--- src/sv/zigzag_varint_codec_assert.svh ---
// Assertion macros for the zigzag varint codec.
// Included by the top level; relies on clk and arst_n in the including scope.
`ifndef ZIGZAG_VARINT_CODEC_ASSERT_SVH
`define ZIGZAG_VARINT_CODEC_ASSERT_SVH

// Same-cycle implication, checked outside reset.
`define ZVC_ASSERT_NOW(lbl, ante, cons) \
	lbl: assert property (@(posedge clk) disable iff (!arst_n) (ante) |-> (cons)) \
		else $error("zigzag_varint_codec: check failed");

// Next-cycle implication, checked outside reset.
`define ZVC_ASSERT_NEXT(lbl, ante, cons) \
	lbl: assert property (@(posedge clk) disable iff (!arst_n) (ante) |=> (cons)) \
		else $error("zigzag_varint_codec: check failed");

`endif

--- src/sv/zvc_pkg.sv ---
// Shared types, constants and helper functions of the zigzag varint codec.
// No dependencies; used by zigzag_varint_codec.
package zvc_pkg;

	localparam int ValueW   = 64;
	localparam int LenW     = 4;
	localparam int ShiftW   = 6;
	localparam int DigitW   = 7;
	localparam int TdataW   = 80;

	localparam logic [7:0]        ContBit    = 8'h80;
	localparam logic [7:0]        PayMask    = 8'h7f;
	localparam logic [7:0]        HighMask   = 8'h7e;
	localparam logic [ShiftW-1:0] MaxShift   = 6'd63;
	localparam logic [ShiftW-1:0] DigitStep  = 6'd7;

	localparam logic [0:0] CmdDecode = 1'b0;
	localparam logic [0:0] CmdEncode = 1'b1;

	typedef enum logic [3:0] {
		ST_IDLE = 4'b0001,
		ST_DEC  = 4'b0010,
		ST_LEN  = 4'b0100,
		ST_EMIT = 4'b1000
	} state_t;

	typedef struct packed {
		logic [7:0]        out_byte;
		logic              byte_valid;
		logic [ValueW-1:0] value_out;
		logic              value_valid;
		logic              error;
		logic [LenW-1:0]   encoded_length;
		logic              last;
	} result_t;

	function automatic logic [ValueW-1:0] zigzag_enc(input logic [ValueW-1:0] v);
		return {v[ValueW-2:0], 1'b0} ^ {ValueW{v[ValueW-1]}};
	endfunction

	function automatic logic [ValueW-1:0] zigzag_dec(input logic [ValueW-1:0] v);
		return {1'b0, v[ValueW-1:1]} ^ {ValueW{v[0]}};
	endfunction

endpackage

--- src/sv/zigzag_varint_codec.sv ---
// Top level of the zigzag LEB128 varint codec (64-bit values).
// Depends on zvc_pkg and zigzag_varint_codec_assert.svh.
//
//  channel | dir | tdata (low bit up)                                  | tuser (low bit up)
//  s_*     | in  | in_byte[7:0] value_in[71:8] space_left[75:72] pad   | cmd, is_signed
//  m_*     | out | out_byte[7:0] value_out[71:8] encoded_length[75:72] | byte_valid,
//          |     |   pad                                               |   value_valid, error
//  s_tlast carries buffer_end; m_tlast marks the final result of a request.
//
// Steps: a decode request is captured, then makes one pass through the
// accumulate shifter. An encode request is captured and sized to L (1..10, its
// encoded length), then emits one result per cycle while m_tready allows;
// the shared 7-bit right shifter sets both the sizing and the emit loops.
// Reset: arst_n clears the sequencer, the output valid and the decoder state.
// Stalls: s_tready is high only while the sequencer is idle; a result that
// waits on m_tready holds the sequencer in its current step.
module zigzag_varint_codec (
	input  logic                       clk,
	input  logic                       arst_n,
	input  logic                       s_tvalid,
	output logic                       s_tready,
	input  logic [zvc_pkg::TdataW-1:0] s_tdata,  // in_byte, value_in, space_left, zero pad
	input  logic [1:0]                 s_tuser,  // cmd, is_signed
	input  logic                       s_tlast,
	output logic                       m_tvalid,
	input  logic                       m_tready,
	output logic [zvc_pkg::TdataW-1:0] m_tdata,  // out_byte, value_out, encoded_length, pad
	output logic [2:0]                 m_tuser,  // byte_valid, value_valid, error
	output logic                       m_tlast
);

	`include "zigzag_varint_codec_assert.svh"

	// Request fields as unpacked from the slave side.
	logic [7:0]                  in_byte;
	logic [zvc_pkg::ValueW-1:0]  value_in;
	logic [zvc_pkg::LenW-1:0]    space_left;
	logic                        cmd;
	logic                        is_signed;

	assign in_byte    = s_tdata[7:0];
	assign value_in   = s_tdata[71:8];
	assign space_left = s_tdata[75:72];
	assign cmd        = s_tuser[0];
	assign is_signed  = s_tuser[1];

	zvc_pkg::state_t state_q, state_d;

	// Decoder state: survives encode requests untouched.
	logic [zvc_pkg::ValueW-1:0] acc_q, acc_d;
	logic [zvc_pkg::ShiftW-1:0] shift_q, shift_d;

	// Captured request payload.
	logic [7:0]               byte_q;
	logic                     end_q;
	logic                     sign_q;
	logic [zvc_pkg::LenW-1:0] room_q;

	// Encoder working registers.
	logic [zvc_pkg::ValueW-1:0] t_q, t_d;   // sizing copy
	logic [zvc_pkg::ValueW-1:0] v_q, v_d;   // emit copy
	logic [zvc_pkg::LenW-1:0]   len_q, len_d;
	logic [zvc_pkg::LenW-1:0]   idx_q, idx_d;

	// Output register.
	logic              out_valid_q;
	zvc_pkg::result_t  out_q;
	zvc_pkg::result_t  res;
	logic              res_load;
	logic              out_free;

	// Shared unit: one 7-bit right shifter, fed by the sizing copy while
	// sizing and by the emit copy while emitting.
	logic [zvc_pkg::ValueW-1:0] shift_src;
	logic [zvc_pkg::ValueW-1:0] shifted;

	// Decode datapath.
	logic [zvc_pkg::ValueW-1:0] dec_part;
	logic [zvc_pkg::ValueW-1:0] acc_new;
	logic                       dec_ovf;

	assign s_tready = (state_q == zvc_pkg::ST_IDLE);
	assign out_free = !out_valid_q || m_tready;

	always_comb begin
		shift_src = (state_q == zvc_pkg::ST_LEN) ? t_q : v_q;
		shifted   = shift_src >> zvc_pkg::DigitW;
	end

	always_comb begin
		dec_part = {{(zvc_pkg::ValueW-8){1'b0}}, byte_q & zvc_pkg::PayMask} << shift_q;
		acc_new  = acc_q | dec_part;
		dec_ovf  = (shift_q == zvc_pkg::MaxShift) && ((byte_q & zvc_pkg::HighMask) != 8'h00);
	end

	// Sequencer.
	always_comb begin
		state_d  = state_q;
		acc_d    = acc_q;
		shift_d  = shift_q;
		t_d      = t_q;
		v_d      = v_q;
		len_d    = len_q;
		idx_d    = idx_q;
		res_load = 1'b0;
		res      = '0;
		case (state_q)
			zvc_pkg::ST_IDLE: begin
				if (s_tvalid) begin
					// Map the value once; both copies start from it.
					t_d   = is_signed ? zvc_pkg::zigzag_enc(value_in) : value_in;
					v_d   = t_d;
					len_d = zvc_pkg::LenW'(1);
					idx_d = '0;
					state_d = (cmd == zvc_pkg::CmdEncode) ? zvc_pkg::ST_LEN
					                                      : zvc_pkg::ST_DEC;
				end
			end
			zvc_pkg::ST_DEC: begin
				if (out_free) begin
					state_d = zvc_pkg::ST_IDLE;
					if (dec_ovf) begin
						// Bits past 63: drop the partial value and flag it.
						res.error = 1'b1;
						res.last  = 1'b1;
						res_load  = 1'b1;
						acc_d     = '0;
						shift_d   = '0;
					end else if ((byte_q & zvc_pkg::ContBit) == 8'h00) begin
						res.value_out   = sign_q ? zvc_pkg::zigzag_dec(acc_new) : acc_new;
						res.value_valid = 1'b1;
						res.last        = 1'b1;
						res_load        = 1'b1;
						acc_d           = '0;
						shift_d         = '0;
					end else if ((shift_q == zvc_pkg::MaxShift) || end_q) begin
						// Too many bytes, or the buffer ends mid-varint.
						res.error = 1'b1;
						res.last  = 1'b1;
						res_load  = 1'b1;
						acc_d     = '0;
						shift_d   = '0;
					end else begin
						// Continuation: advance the shift, no result.
						acc_d   = acc_new;
						shift_d = shift_q + zvc_pkg::DigitStep;
					end
				end
			end
			zvc_pkg::ST_LEN: begin
				if (t_q[zvc_pkg::ValueW-1:zvc_pkg::DigitW] != '0) begin
					t_d   = shifted;
					len_d = len_q + zvc_pkg::LenW'(1);
				end else begin
					state_d = zvc_pkg::ST_EMIT;
				end
			end
			zvc_pkg::ST_EMIT: begin
				if (out_free) begin
					res.encoded_length = len_q;
					res_load           = 1'b1;
					if (idx_q >= room_q) begin
						// Out of room: close with an error after the partial bytes.
						res.error = 1'b1;
						res.last  = 1'b1;
						state_d   = zvc_pkg::ST_IDLE;
					end else begin
						res.out_byte   = (v_q[7:0] & zvc_pkg::PayMask)
						               | ((shifted != '0) ? zvc_pkg::ContBit : 8'h00);
						res.byte_valid = 1'b1;
						res.last       = (idx_q + zvc_pkg::LenW'(1) == len_q);
						v_d            = shifted;
						idx_d          = idx_q + zvc_pkg::LenW'(1);
						if (res.last) begin
							state_d = zvc_pkg::ST_IDLE;
						end
					end
				end
			end
			default: begin
				state_d = zvc_pkg::ST_IDLE;
			end
		endcase
	end

	// Control and decoder state.
	always_ff @(posedge clk or negedge arst_n) begin
		if (!arst_n) begin
			state_q     <= zvc_pkg::ST_IDLE;
			acc_q       <= '0;
			shift_q     <= '0;
			out_valid_q <= 1'b0;
		end else begin
			state_q <= state_d;
			acc_q   <= acc_d;
			shift_q <= shift_d;
			if (res_load) begin
				out_valid_q <= 1'b1;
			end else if (m_tready) begin
				out_valid_q <= 1'b0;
			end
		end
	end

	// Payload registers.
	always_ff @(posedge clk) begin
		if (s_tvalid && s_tready) begin
			byte_q <= in_byte;
			end_q  <= s_tlast;
			sign_q <= is_signed;
			room_q <= space_left;
		end
		t_q   <= t_d;
		v_q   <= v_d;
		len_q <= len_d;
		idx_q <= idx_d;
		if (res_load) begin
			out_q <= res;
		end
	end

	assign m_tvalid = out_valid_q;
	assign m_tdata  = {4'h0, out_q.encoded_length, out_q.value_out, out_q.out_byte};
	assign m_tuser  = {out_q.error, out_q.value_valid, out_q.byte_valid};
	assign m_tlast  = out_q.last;

	// A request always moves the sequencer out of idle.
	`ZVC_ASSERT_NEXT(a_busy_after_req, s_tvalid && s_tready, !s_tready)
	// A result is either an encoded byte or a decoded value, never both.
	`ZVC_ASSERT_NOW(a_one_kind, out_valid_q, !(out_q.byte_valid && out_q.value_valid))
	// Encoded bytes carry a length from one to ten.
	`ZVC_ASSERT_NOW(a_len_range, out_valid_q && out_q.byte_valid,
		(out_q.encoded_length != 4'd0) && (out_q.encoded_length <= 4'd10))
	// The emit counter never runs past the encoded length.
	`ZVC_ASSERT_NOW(a_idx_bound, state_q == zvc_pkg::ST_EMIT, idx_q < len_q)

endmodule
--- config.mk ---
export PLATFORM = sky130hd
export DESIGN_NAME = zigzag_varint_codec
export DESIGN_NICKNAME = d
export VERILOG_FILES = /design/src/sv/zvc_pkg.sv /design/src/sv/zigzag_varint_codec.sv
export VERILOG_INCLUDE_DIRS = /design/src /design/src/sv
export SDC_FILE = /design/constraint.sdc
export NUM_CORES = 1
export LEC_CHECK = 0
export BUFFER_PORTS_ARGS = -buffer_cell sky130_fd_sc_hd__buf_4
export CORE_MARGIN = 5
export CORE_UTILIZATION = 46
export CTS_CLUSTER_SIZE = 20
export DETAILED_ROUTE_END_ITERATION = 7
export PLACE_DENSITY = 0.7
export SLEW_MARGIN = 0
export SYNTH_ARGS = -nofsm -noshare
export SYNTH_HDL_FRONTEND = slang
export SYNTH_SLANG_ARGS = --single-unit
--- constraint.sdc ---
create_clock -name clk -period 6.4 [get_ports clk]
set_input_delay 0.64 -clock clk [delete_from_list [all_inputs] [get_ports clk]]
set_output_delay 0.64 -clock clk [all_outputs]
set_load 0.02 [all_outputs]
# Word-level counts from Yosys, hierarchy flattened
# Index checks and enable logic that the tools add are counted.
classes:
  n_addsub: 3
  n_lt_le_gt_ge: 1
  eq_ne: 13
  shift: 1
  mux: 49
  bitwise: 8
  n_reduce_logical: 20
op_table:
  columns: ["cell", "count"]
  rows:
  - ["64-bit 2-to-1 mux", 10]
  - ["64-bit one-hot mux with 2 select lines", 2]
  - ["65-bit 2-to-1 mux", 1]
  - ["64-bit OR", 1]
  - ["64-bit nonzero test", 1]
  - ["7-bit by 6-bit left shift with 64-bit output", 1]
  - ["63-bit by 64-bit XOR with 64-bit output", 1]
  - ["64-bit XOR", 1]
  - ["57-bit nonzero test", 1]
  - ["4-bit 2-to-1 mux", 11]
  - ["6-bit 2-to-1 mux", 4]
  - ["4-bit one-hot mux with 2 select lines", 2]
  - ["4-bit one-hot mux with 4 select lines", 1]
  - ["1-bit 2-to-1 mux", 13]
  - ["2-bit inequality test, second input constant", 5]
  - ["4-bit by 1-bit adder with 4-bit output, second input constant", 2]
  - ["8-bit zero test", 1]
  - ["8-bit 2-to-1 mux", 1]
  - ["7-bit by 8-bit OR with 8-bit output", 1]
  - ["8-bit nonzero test", 1]
  - ["6-bit by 3-bit adder with 6-bit output, second input constant", 1]
  - ["6-bit == test, second input constant", 1]
  - ["1-bit one-hot mux with 2 select lines", 3]
  - ["2-bit nonzero test", 3]
  - ["other kinds (19)", 26]
totals:
  reg_bits: 305
  inputBits: 87
  out_inout_bits: 86
  word_cells: 114

# Depth between registers and ports, before layout
depth:
  depth_word: 8
  ltp_mapped: 9
  depth_no_buf: 8

# Worst setup path after synthesis
# Ideal clock, no wire load.
synth_timing:
  kind: "register to register"
  from: "register state_q[0]"
  to: "register idx_q[0] in the netlist's numbering (enable)"
  setup_time_ns: 0.516
  arrival_time_ns: 5.318
  t_required_ns: 5.884
  slack_ns: 0.565
  stages_incl_launch_ff: 5
  path_buffers: 0
  period_less_slack_ns: 5.835
  path_cell_list: "dfstp_2 nor4b_1 and2_1 a21oi_1 a21oi_1"
synth_between:
  elab_chain_cells: 3
  word_cells_on_any_way: 7
  cone_classes: "eq/ne (5); reduce/logical (2)"
synth_lines:
  columns: ["element", "line_no", "text"]
  rows:
  - ["start, declared", "zigzag_varint_codec.sv:47", "zvc_pkg::state_t state_q, state_d;"]
  - ["start signal, assigned", "zigzag_varint_codec.sv:189", "state_q <= zvc_pkg::ST_IDLE;"]
  - ["start signal, assigned", "zigzag_varint_codec.sv:194", "state_q <= state_d;"]
  - ["4-bit by 1-bit == test with 1-bit output *", null, null]
  - ["net s_tready", "zigzag_varint_codec.sv:21", "output logic s_tready,"]
  - ["2-bit inequality test (no source line) or 2-bit nonzero test (tied branches)", null, null]
  - ["4-bit AND reduction (no source line) *", null, null]
  - ["end signal, assigned", "zigzag_varint_codec.sv:216", "idx_q <= idx_d;"]
  - ["end, declared", "zigzag_varint_codec.sv:63", "logic [zvc_pkg::LenW-1:0] idx_q, idx_d;"]
# The timed path passes the listed nets; every way through them passes the cells marked *.
# A chain may end at the register's enable or synchronous reset.

# Worst setup path after layout
layout_timing:
  from: "register shift_q[1] in the netlist's numbering"
  to: "register out_q (netlist bit m_tdata[63]), data pin"
layout_between:
  elab_chain_cells: 4
  word_cells_on_any_way: 7
  cone_classes: "eq/ne (1); shift (1); mux (1); bitwise (2); reduce/logical (2)"
layout_lines:
  columns: ["element", "line_no", "text"]
  rows:
  - ["start, declared", "zigzag_varint_codec.sv:51", "logic [zvc_pkg::ShiftW-1:0] shift_q, shift_d;"]
  - ["start signal, assigned", "zigzag_varint_codec.sv:196", "shift_q <= shift_d;"]
  - ["7-bit by 6-bit left shift with 64-bit output", "zigzag_varint_codec.sv:91", "dec_part = {{(zvc_pkg::ValueW-8){1'b0}}, byte_q & zvc_pkg::PayMask} << shift_q;"]
  - ["64-bit OR", "zigzag_varint_codec.sv:92", "acc_new = acc_q | dec_part;"]
  - ["63-bit by 64-bit XOR with 64-bit output", "zvc_pkg.sv:42", "return {1'b0, v[ValueW-1:1]} ^ {ValueW{v[0]}};"]
  - ["64-bit 2-to-1 mux", "zigzag_varint_codec.sv:130", "res.value_out = sign_q ? zvc_pkg::zigzag_dec(acc_new) : acc_new;"]
  - ["end signal, assigned", "zigzag_varint_codec.sv:218", "out_q <= res;"]
  - ["end, declared", "zigzag_varint_codec.sv:67", "zvc_pkg::result_t out_q;"]
# Parallel ways exist; a longest one is shown, timed or not.

==> metrics.txt <==
cells after synthesis 1498; sequential area share after synthesis 56.3%; commonest non-fill, non-tap cell in the layout nand2_1; grt ovf 0; Resized Gates After CTS 0; FF-to-FF path depth 9; Async S/R FF share, synth 25.2%; clock-pin slew on the worst setup and hold paths 0.06 ns; number of diodes 0; most frequent cells in the layout nand2_1 (250), edfxtp_1 (223), o21ai_0 (204); CP arrival 3.97 ns; layout cell share with drive strength beyond 1 15.2%; Skew-Pair Late Insertion Delay 0.56 ns; number of global-route vias before repair 11300; Top Ports 173; Clock Skew 0.0186 ns; vias per cell 5.75; most used flip-flop cell after synthesis edfxtp_1; clock root cell clkbuf_16; core footprint 32600 um^2; normalized max-slew margin 25.2%; area occupied by multi-input gates 6200 um^2; initial core utilization 46.7%; ranking of synthesized cells by area edfxtp_1 (44%), dfrtp_1 (12%), o21ai_0 (6.7%), nand2_1 (6.2%), xnor2_1 (4.4%); CTS tree done; fmax 272 MHz; Pins Over Slew Limit 0; crit end category register; Slew @ Worst Pin 1.12 ns; hpwl dp 28200 um; cts hold-fix bufs 0; Die Span Y 192 um; GRT Util Overall 21.0%; Port-buffer cells 164; area share of the largest cell type after synthesis 44.0%; mean area per synthesized cell 10.2 um^2; Ys Warns 0; Cell Area, Synth 15200 um^2; DRC viols 0; largest net degree at the start of global routing 124; DR vias 11900; Iter 0 DRT Violations 1334; CP required 6.70 ns; clock sink count 298; final setup vio count 0; crit share post-route 57.4%; DR WL/cell 19.2 um; hold crit path type primary input to asynchronous set/reset pin; die width 192 um; register area 8570 um^2; num rows 66; Layout area overhead 15.7%; Lkg Pwr 0.00644 uW; Setup CP Type register to register; final WL 39700 um; Final Hold Fails 0; min cycle time layout 3.67 ns; unique cell type count in the Yosys netlist 70; cell taking the most area after synthesis edfxtp_1; Nets 1696; ANT nets after route 0; CP Launch Type register; post-CTS setup buffers 0; power density cells 325 nW/um^2; RePlAce Congestion 0.903; status complete, no violations; Worst Hold Slack 0.229 ns; Crit Path Max Fanout 26; initial antenna violation count 0; flops & latches, synth 298; Worst IR Drop VDD 203 uV; Filler Cell Count 2854; TritonRoute pass-1 iters 6; cts bufs inserted 30; Die Area 36900 um^2; unrepaired setup endpoints after global routing false; H-tree levels 1; first-pass GRT wire length 61700 um; Clock Tree Buf Depth 3; Max Cap Violations 0; number of flops mapped to enable cells by yosys 223; Post-Route Setup TNS 0 ns
[cells in the mapped netlist, drive strengths merged, types with 12 or more instances]
cell,n
buf,31
xnor2,77
nand3,17
dfrtp,74
a211oi,18
inv,12
mux2i,16
o221ai,19
nand2,251
edfxtp,223
nor4,31
clkbuf,80
a21oi,106
and3,19
and2,16
nor2,99
o21ai,206
nor3,30
[critical path, stage by stage (launching register included)]
cell	delay [ns]
dfrtp_1	0.93
ha_1	0.31
inv_1	0.06
a211oi_1	0.28
or3_1	0.16
buf_4	0.31
inv_1	0.10
nand2_1	0.73
nor2_1	0.11
or3_1	0.40
[worst paths after layout]
check,startpoint,to,slack [ns]
max,shift_q[1],m_tdata[63],2.73
min,arst_n,shift_q[0],0.23
max reg2reg,shift_q[1],m_tdata[63],2.73
min reg2reg,acc_q[37],acc_q[37],0.49
max in group asynchronous,arst_n,state_q[2],5.51
min in group clk,s_tlast,end_q,0.26
[area by class of cell]
type	count	area share, %
Clock buffer	49	4.91
Clock inverter	7	0.234
Inverter	13	0.277
Multi-Input combinational cell	1079	35.2
Sequential cell	298	48.7
Tap cell	442	3.14
Timing Repair Buffer	179	7.62
[routing by layer]
| layer | routed length, um | up-vias | global-route usage, % |
|---|---|---|---|
| li1 | - | 5682 | - |
| met4 | 1190 | 0 | 6.45 |
| met5 | 0 | - | 0 |
| met2 | 19000 | 488 | 34.7 |
| met1 | 16700 | 5644 | 28.7 |
| met3 | 2930 | 81 | 3.27 |
[power by group]
group | total, uW | switching, uW | leakage, uW | internal, uW
Combinational | 1450 | 949 | 0.00286 | 503
Sequential | 2640 | 223 | 0.00314 | 2410
Clock | 1630 | 712 | 0.000440 | 920
Total | 5720 | 1880 | 0.00644 | 3840
[flip-flops by register name (all words and copies together), names as in the netlist, 3 cells and up]
| register | count |
|---|---|
| len_q | 4 |
| t_q | 57 |
| room_q | 4 |
| acc_q | 64 |
| m_tuser | 3 |
| idx_q | 4 |
| v_q | 64 |
| state_q | 4 |
| m_tdata | 76 |
| byte_q | 8 |
| shift_q | 6 |
[logic make-up (layout without fill, tap and decap cells)]
family                     after synthesis  after routing  synth area share (%)
AOI/OAI and AO/OA                      447            447                  17.4
other                                    1              4                0.0246
xor gates and xnor gates                83             83                  4.77
and+or+nand+nor                        506            506                  15.0
adders and majority gates                8              8                 0.657
DFF                                    298            298                  56.3
buffers and inverters                  124            248                  3.42
muxes                                   31             31                  2.48
[metrics by stage]
stage | area, um^2 | std cells | setup WS, ns | power [uW] | util (%)
final | 17600 | 2067 | 2.73 | 5720 | 54.0
after global routing | 17600 | 2067 | 2.54 | 5990 | 54.0
after CTS | 17600 | 2067 | 2.83 | 5730 | 54.0
after detailed placement | 16700 | 2011 | 2.81 | 4100 | 51.3
after global placement | 16700 | 2011 | 2.83 | 4070 | 51.3
after floorplan | 15200 | 1501 | 0.565 | 3670 | -
(Power assumes the default switching activity.)
